`src/sv/pse_pkg.sv`:
```
package pse_pkg;

    localparam int STACK_DEPTH = 128;
    localparam int PTR_W       = $clog2(STACK_DEPTH);
    localparam int CNT_W       = $clog2(STACK_DEPTH + 1);
    localparam int DATA_W      = 32;
    localparam int STEP_W      = $clog2(DATA_W);

    localparam logic [7:0] CH_ZERO  = 8'h30;
    localparam logic [7:0] CH_NINE  = 8'h39;
    localparam logic [7:0] CH_PLUS  = 8'h2B;
    localparam logic [7:0] CH_MINUS = 8'h2D;
    localparam logic [7:0] CH_STAR  = 8'h2A;
    localparam logic [7:0] CH_SLASH = 8'h2F;
    localparam logic [7:0] CH_CLOSE = 8'h29;

    typedef enum logic [1:0] {
        ST_OK        = 2'd0,
        ST_OVERFLOW  = 2'd1,
        ST_UNDERFLOW = 2'd2,
        ST_DIVZERO   = 2'd3
    } status_t;

    typedef enum logic [1:0] {
        OP_ADD = 2'd0,
        OP_SUB = 2'd1,
        OP_MUL = 2'd2,
        OP_DIV = 2'd3
    } op_t;

    typedef enum logic [5:0] {
        S_IDLE = 6'b000001,
        S_POPL = 6'b000010,
        S_LOAD = 6'b000100,
        S_CALC = 6'b001000,
        S_PUSH = 6'b010000,
        S_EMIT = 6'b100000
    } state_t;

    function automatic status_t note_error(input status_t cur, input status_t code);
        return (cur == ST_OK) ? code : cur;
    endfunction

    function automatic logic is_operator(input logic [7:0] ch);
        return (ch == CH_PLUS) || (ch == CH_MINUS) || (ch == CH_STAR) || (ch == CH_SLASH);
    endfunction

    function automatic logic is_digit(input logic [7:0] ch);
        return (ch >= CH_ZERO) && (ch <= CH_NINE);
    endfunction

endpackage

```
`src/sv/postfix_stack_evaluator_top.sv`:
```
// Postfix expression evaluator.
// Input channel (in_valid/in_ready, char_code): one ASCII character per
// transaction. A digit pushes 0..9 onto a 128-entry stack of 32-bit values;
// + - * / pop right then left and push the 32-bit signed result; ')' pops
// the final value and sends it with the first error of the expression on the
// output channel (out_valid/out_ready, result_value, status), then clears the
// stack and the error. Any other character is dropped.
// Sequencing: a digit or an ignored character leaves the control in S_IDLE, so
// the next transaction is taken in the following cycle. An operator runs S_POPL,
// S_LOAD, S_CALC and S_PUSH: two stack reads through the registered memory port,
// a load step, a pass of the bit-serial adder, shift-add multiplier or restoring
// divider, and a push. A ')' waits in S_EMIT until the output register is free;
// its result appears on the output in the cycle after it leaves S_EMIT.
// A stalled receiver holds the result in the output register; further digits
// and operators are still accepted, and only the next ')' waits for the slot.
// Reset clears the stack count, the error, the control state and out_valid;
// the stack memory itself is not cleared and needs no clearing pass.
module postfix_stack_evaluator_top
    import pse_pkg::*;
(
    input  logic                     clk,
    input  logic                     rst_n,
    input  logic                     in_valid,
    output logic                     in_ready,
    input  logic [7:0]               char_code,
    output logic                     out_valid,
    input  logic                     out_ready,
    output logic signed [DATA_W-1:0] result_value,
    output logic [1:0]               status
);

    state_t              state_reg, state_next;
    logic [CNT_W-1:0]    count_reg, count_next;
    status_t             err_reg, err_next;
    op_t                 op_reg, op_next;
    logic                pop_zero_reg, pop_zero_next;
    logic [STEP_W-1:0]   step_reg, step_next;
    logic                out_valid_reg, out_valid_next;

    logic [DATA_W-1:0]   a_reg, a_next;
    logic [DATA_W-1:0]   b_reg, b_next;
    logic [DATA_W-1:0]   acc_reg, acc_next;
    logic                carry_reg, carry_next;
    logic                neg_reg, neg_next;
    logic                dz_reg, dz_next;
    logic [DATA_W-1:0]   out_value_reg, out_value_next;
    status_t             out_status_reg, out_status_next;

    logic [DATA_W-1:0]   mem [STACK_DEPTH];
    logic [DATA_W-1:0]   mem_rd_reg;
    logic                rd_en;
    logic [PTR_W-1:0]    rd_addr;
    logic                wr_en;
    logic [PTR_W-1:0]    wr_addr;
    logic [DATA_W-1:0]   wr_data;

    logic                stack_empty;
    logic                stack_full;
    logic [DATA_W-1:0]   pop_val;
    logic [DATA_W-1:0]   push_val;
    logic                sum_bit;
    logic [DATA_W:0]     rem_shift;
    logic [DATA_W:0]     rem_diff;

    assign in_ready     = (state_reg == S_IDLE);
    assign out_valid    = out_valid_reg;
    assign result_value = out_value_reg;
    assign status       = out_status_reg;

    assign stack_empty = (count_reg == '0);
    assign stack_full  = (count_reg == CNT_W'(STACK_DEPTH));
    assign rd_addr     = PTR_W'(count_reg - 1'b1);
    assign wr_addr     = count_reg[PTR_W-1:0];
    assign pop_val     = pop_zero_reg ? '0 : mem_rd_reg;

    always_comb
    begin
        state_next      = state_reg;
        count_next      = count_reg;
        err_next        = err_reg;
        op_next         = op_reg;
        pop_zero_next   = pop_zero_reg;
        step_next       = step_reg;
        out_valid_next  = out_valid_reg;
        a_next          = a_reg;
        b_next          = b_reg;
        acc_next        = acc_reg;
        carry_next      = carry_reg;
        neg_next        = neg_reg;
        dz_next         = dz_reg;
        out_value_next  = out_value_reg;
        out_status_next = out_status_reg;
        rd_en           = 1'b0;
        wr_en           = 1'b0;
        wr_data         = '0;
        push_val        = '0;
        sum_bit         = 1'b0;
        rem_shift       = '0;
        rem_diff        = '0;

        if (out_valid_reg && out_ready)
        begin
            out_valid_next = 1'b0;
        end

        unique case (state_reg)
            S_IDLE:
            begin
                if (in_valid)
                begin
                    if (is_digit(char_code))
                    begin
                        if (stack_full)
                        begin
                            err_next = note_error(err_reg, ST_OVERFLOW);
                        end
                        else
                        begin
                            wr_en      = 1'b1;
                            wr_data    = DATA_W'(char_code - CH_ZERO);
                            count_next = count_reg + 1'b1;
                        end
                    end
                    else if (is_operator(char_code) || (char_code == CH_CLOSE))
                    begin
                        pop_zero_next = stack_empty;
                        if (stack_empty)
                        begin
                            err_next = note_error(err_reg, ST_UNDERFLOW);
                        end
                        else
                        begin
                            rd_en      = 1'b1;
                            count_next = count_reg - 1'b1;
                        end
                        if (char_code == CH_CLOSE)
                        begin
                            count_next = '0;
                            state_next = S_EMIT;
                        end
                        else
                        begin
                            unique case (char_code)
                                CH_PLUS:  op_next = OP_ADD;
                                CH_MINUS: op_next = OP_SUB;
                                CH_STAR:  op_next = OP_MUL;
                                default:  op_next = OP_DIV;
                            endcase
                            state_next = S_POPL;
                        end
                    end
                end
            end

            S_POPL:
            begin
                b_next        = pop_val;
                pop_zero_next = stack_empty;
                if (stack_empty)
                begin
                    err_next = note_error(err_reg, ST_UNDERFLOW);
                end
                else
                begin
                    rd_en      = 1'b1;
                    count_next = count_reg - 1'b1;
                end
                state_next = S_LOAD;
            end

            S_LOAD:
            begin
                step_next  = '0;
                acc_next   = '0;
                carry_next = (op_reg == OP_SUB);
                a_next     = pop_val;
                case (op_reg)
                    OP_SUB:
                    begin
                        b_next = ~b_reg;
                    end
                    OP_DIV:
                    begin
                        a_next   = pop_val[DATA_W-1] ? (~pop_val + 1'b1) : pop_val;
                        b_next   = b_reg[DATA_W-1] ? (~b_reg + 1'b1) : b_reg;
                        neg_next = pop_val[DATA_W-1] ^ b_reg[DATA_W-1];
                        dz_next  = (b_reg == '0);
                        if (b_reg == '0)
                        begin
                            err_next = note_error(err_reg, ST_DIVZERO);
                        end
                    end
                    default:
                    begin
                        b_next = b_reg;
                    end
                endcase
                state_next = S_CALC;
            end

            S_CALC:
            begin
                case (op_reg) inside
                    OP_ADD, OP_SUB:
                    begin
                        sum_bit    = a_reg[0] ^ b_reg[0] ^ carry_reg;
                        carry_next = (a_reg[0] & b_reg[0]) | (carry_reg & (a_reg[0] ^ b_reg[0]));
                        acc_next   = {sum_bit, acc_reg[DATA_W-1:1]};
                        a_next     = {1'b0, a_reg[DATA_W-1:1]};
                        b_next     = {1'b0, b_reg[DATA_W-1:1]};
                    end
                    OP_MUL:
                    begin
                        if (b_reg[0])
                        begin
                            acc_next = acc_reg + a_reg;
                        end
                        a_next = {a_reg[DATA_W-2:0], 1'b0};
                        b_next = {1'b0, b_reg[DATA_W-1:1]};
                    end
                    default:
                    begin
                        rem_shift = {acc_reg, a_reg[DATA_W-1]};
                        rem_diff  = rem_shift - {1'b0, b_reg};
                        if (!rem_diff[DATA_W])
                        begin
                            acc_next = rem_diff[DATA_W-1:0];
                            a_next   = {a_reg[DATA_W-2:0], 1'b1};
                        end
                        else
                        begin
                            acc_next = rem_shift[DATA_W-1:0];
                            a_next   = {a_reg[DATA_W-2:0], 1'b0};
                        end
                    end
                endcase
                step_next = step_reg + 1'b1;
                if (step_reg == STEP_W'(DATA_W - 1))
                begin
                    state_next = S_PUSH;
                end
            end

            S_PUSH:
            begin
                if (op_reg == OP_DIV)
                begin
                    push_val = dz_reg ? '0 : (neg_reg ? (~a_reg + 1'b1) : a_reg);
                end
                else
                begin
                    push_val = acc_reg;
                end
                if (stack_full)
                begin
                    err_next = note_error(err_reg, ST_OVERFLOW);
                end
                else
                begin
                    wr_en      = 1'b1;
                    wr_data    = push_val;
                    count_next = count_reg + 1'b1;
                end
                state_next = S_IDLE;
            end

            S_EMIT:
            begin
                if (!out_valid_reg || out_ready)
                begin
                    out_valid_next  = 1'b1;
                    out_value_next  = pop_val;
                    out_status_next = err_reg;
                    err_next        = ST_OK;
                    state_next      = S_IDLE;
                end
            end

            default:
            begin
                state_next = S_IDLE;
            end
        endcase
    end

    always_ff @(posedge clk or negedge rst_n)
    begin
        if (!rst_n)
        begin
            state_reg     <= S_IDLE;
            count_reg     <= '0;
            err_reg       <= ST_OK;
            op_reg        <= OP_ADD;
            pop_zero_reg  <= 1'b0;
            step_reg      <= '0;
            out_valid_reg <= 1'b0;
        end
        else
        begin
            state_reg     <= state_next;
            count_reg     <= count_next;
            err_reg       <= err_next;
            op_reg        <= op_next;
            pop_zero_reg  <= pop_zero_next;
            step_reg      <= step_next;
            out_valid_reg <= out_valid_next;
        end
    end

    always_ff @(posedge clk)
    begin
        a_reg          <= a_next;
        b_reg          <= b_next;
        acc_reg        <= acc_next;
        carry_reg      <= carry_next;
        neg_reg        <= neg_next;
        dz_reg         <= dz_next;
        out_value_reg  <= out_value_next;
        out_status_reg <= out_status_next;
    end

    always_ff @(posedge clk)
    begin
        if (wr_en)
        begin
            mem[wr_addr] <= wr_data;
        end
        if (rd_en)
        begin
            mem_rd_reg <= mem[rd_addr];
        end
    end

endmodule

```
`config.mk`:
```
export PLATFORM = sky130hd
export DESIGN_NAME = postfix_stack_evaluator_top
export DESIGN_NICKNAME = d
export VERILOG_FILES = /design/src/sv/pse_pkg.sv /design/src/sv/postfix_stack_evaluator_top.sv
export SDC_FILE = /design/constraint.sdc
export NUM_CORES = 2
export LEC_CHECK = 0
export BUFFER_PORTS_ARGS = -buffer_cell sky130_fd_sc_hd__buf_2
export CORE_ASPECT_RATIO = 0.9
export CORE_MARGIN = 4
export CORE_UTILIZATION = 50
export DETAILED_ROUTE_END_ITERATION = 10
export GPL_ROUTABILITY_DRIVEN = 0
export MAX_ROUTING_LAYER = met4
export PLACE_DENSITY = 0.63
export SLEW_MARGIN = 5
export SYNTH_ARGS = -nofsm -noshare
export SYNTH_HDL_FRONTEND = slang
export SYNTH_SLANG_ARGS = --single-unit
```
`constraint.sdc`:
```
create_clock -name clk -period 9.5 [get_ports clk]
set_input_delay 1.425 -clock clk [delete_from_list [all_inputs] [get_ports clk]]
set_output_delay 1.425 -clock clk [all_outputs]
set_load 0.05 [all_outputs]
```
==> run metrics <==
Most Frequent Cell on Critical Path buf_4; DRT iter0 DRCs 12,700; placement row count just over 200; worst hold path depth 1; Worst R2R Path Depth 13; Worst setup SP type flop; Pre-antenna DRT Iters 6; unrepaired setup endpoints after global routing false; period utilization 63.3%; worst slew pin tran roughly 1.4 ns; GR Util All Layers a little over a quarter; Bufs and invs on worst path 4; total CTS buffers between 400 and 500; dpl hpwl 259 mm; WS Path Type reg2reg; CTS clk-pin slew, worst paths approximately 0.07 ns; XOR/XNOR share of the synthesized area less than 1%; Post-CTS Repair Setup Buffers 0; setup TNS 0 ns; status complete, no violations; synthesized area per cell ~22 µm²; Period minus WS final approximately 6.0 ns; EDFF count, synth between 4,000 and 5,000; Detail Route Antenna Nets 0; CTS resizes 0; Hold Path Sink step_reg[2]; max-slew violation count 0; maximum number of pins on one net before global-route repair 120; setup ws final 3.49 ns; total global routing overflow 0; I/O pin count 48; CP top delay family simple AND/OR/NAND/NOR gates; CP max-delay cell nand3_2; fraction of registers with async set/reset less than 1%; register area 0.129 mm²; Reg2Reg Launch Point count_reg[0]; Initial Utilization 50.2%; FF-to-FF setup slack around 3.5 ns; Area Growth Syn to Fin 12.9%; Hold WC Path Type reg2reg; Hold Startpoint step_reg[2]; Syn Inst Count about 7,700; Synth warnings 0; die height 562 µm; Worst EP required roughly 10 ns; Synth Area in Compound Gates 2.15%; Hold Vio Cnt, Final 0; post-synthesis sequential area ratio 75.4%; layout cells sized above 1 a little under a third; clk buf depth 4; Mapped Area roughly 0.17 mm²; Worst R2R End mem[74][13]; Max FO, Critical Path 25; WL per Instance ~35 µm; multi-input combinational cell area slightly above 0.04 mm²; Synth cell types 83; antenna violations before repair 54; multiplexer share of the synthesized area 18.2%; Main synth FF type edfxtp_1; Biggest register mem; Largest register FFs 4,096; drc violations 0; Die X 624 µm; PortBufs between 40 and 50; final wirelength about 460 mm; largest family of logic cells by synthesized area multiplexers; leak pwr roughly 60 nW; Worst path max stage delay approximately 0.8 ns; CTS Sinks 4,286; f_max between 0.15 and 0.2 GHz; Vias between 80,000 and 90,000; Setup WS pre-CTS between 3 and 4 ns; adder-cell share of the synthesized area 0.563%; power per cell area between 200 and 300 mW/mm²; fillcell total 24,600; Max Cap Viol 0; synthesis-stage register bit count roughly 4,300; Slew HR under 10%; Post-Synth Simple-Gate Area 1.87%; hold_buf cts 0; Worst EP arrival between 6 and 7 ns; critical path capture point type flop; first-pass GRT wire length approximately 650 mm; H-Tree Depth 5; Final Setup Violations 0; Worst Skew 0.0451 ns; Critical Path, Cell by Cell inv_1 -> ha_4 -> nand2_1 -> nor4_1 -> buf_4 -> nand2_1 -> nor3b_1 -> a21oi_1 -> nor2_1 -> nand3_2 -> buf_4 -> nor2_4 -> buf_4; VDD IR-drop max approximately 0.00045 V; CTS tree done; post-DR vias/cell between 6 and 7; die footprint 0.351 mm²; vias in the first global route between 80,000 and 90,000; nets@finish a little over 8,000; worst skew pair latency between 0.9 and 1 ns; Placeable Area around 0.34 mm²; CTS Root Cell clkbuf_16; Synth Net Count 7,751
==> kinds of logic after synthesis <==
group,Yosys count
DFF,4286
AOI/OAI and AO/OA,570
buffers and inverters,492
muxes,1419
adders and majority gates,75
and+or+nand+nor,686
xor gates and xnor gates,136
==> per-layer routing <==
layer | global-route usage (%) | vias up | wire length, µm
met5 | - | - | 0
met4 | 7.90 | 0 | 13900
met3 | 4.93 | 736 | 49300
met2 | 39.2 | 4933 | 210000
met1 | 39.3 | 45400 | 184000
li1 | - | 33500 | -
==> cell type report <==
class,instances,area share [%]
repair buffers,324,1.33
well taps,4510,2.93
clock inverters,279,1.46
flip-flops and latches,4286,66.8
clock buffers,511,5.74
multi-input cells,2886,21.6
inverters,85,0.166
diodes,38,0.0494
==> cells in the final DEF, fill, tap and decap left out, types with 98 or more instances in the layout <==
| cell | n |
|---|---|
| a21oi_1 | 127 |
| nor2_1 | 117 |
| clkbuf_16 | 429 |
| nor2_4 | 129 |
| clkinv_1 | 98 |
| buf_4 | 258 |
| nand2_1 | 169 |
| edfxtp_1 | 4261 |
| xnor2_1 | 98 |
| o21ai_0 | 120 |
| mux4_2 | 1344 |
==> cell usage after synthesis, types with 44 or more instances <==
| cell | instances | share of area (%) |
|---|---|---|
| nand2_1 | 174 | 0.38 |
| buf_1 | 49 | 0.11 |
| o21ai_0 | 148 | 0.43 |
| buf_2 | 93 | 0.27 |
| inv_1 | 83 | 0.18 |
| nor3_1 | 44 | 0.13 |
| mux4_2 | 1344 | 18 |
| nor2_1 | 248 | 0.55 |
| nand3_1 | 52 | 0.15 |
| edfxtp_1 | 4261 | 75 |
| ha_1 | 72 | 0.53 |
| clkbuf_1 | 263 | 0.58 |
| a22oi_1 | 49 | 0.22 |
| a21oi_1 | 128 | 0.38 |
| xnor2_1 | 101 | 0.52 |
==> where the power goes <==
| part | switching, mW | internal (mW) | total (mW) | leakage [nW] |
|---|---|---|---|---|
| Combinational | 11.7 | 8.21 | 19.9 | 14.4 |
| Clock | 7.11 | 9.66 | 16.8 | 6.77 |
| Sequential | 0.105 | 20.7 | 20.8 | 38.5 |
| Total | 18.9 | 38.6 | 57.5 | 59.6 |
==> how the worst max path moves through the flow <==
stage                     to          from  slack (ns)  cells after the start
2_1_floorplan     mem[0][29]     a_reg[11]        0.93                      9
3_3_place_gp      mem[10][9]  char_code[4]        3.04                     12
3_5_place_dp     mem[36][15]  char_code[4]        3.15                     11
4_1_cts        mem_rd_reg[8]  count_reg[0]        3.28                      8
5_1_grt        mem_rd_reg[8]  count_reg[0]        3.06                      8
6_report         mem[74][13]  count_reg[0]        3.49                     13
==> through the flow <==
stage	hold WS, ns	power, mW	util (%)	area (µm²)	instances
3_3_place_gp	0.487	41.1	52.6	179000	12100
2_1_floorplan	0.471	33.2	-	171000	7664
6_report	0.517	57.5	56.7	193000	12900
4_1_cts	0.462	57.8	56.6	193000	12900
3_5_place_dp	0.506	41.2	52.6	179000	12100
5_1_grt	0.546	59.2	56.7	193000	12900
No activity file was read; power rests on OpenSTA's default activity.
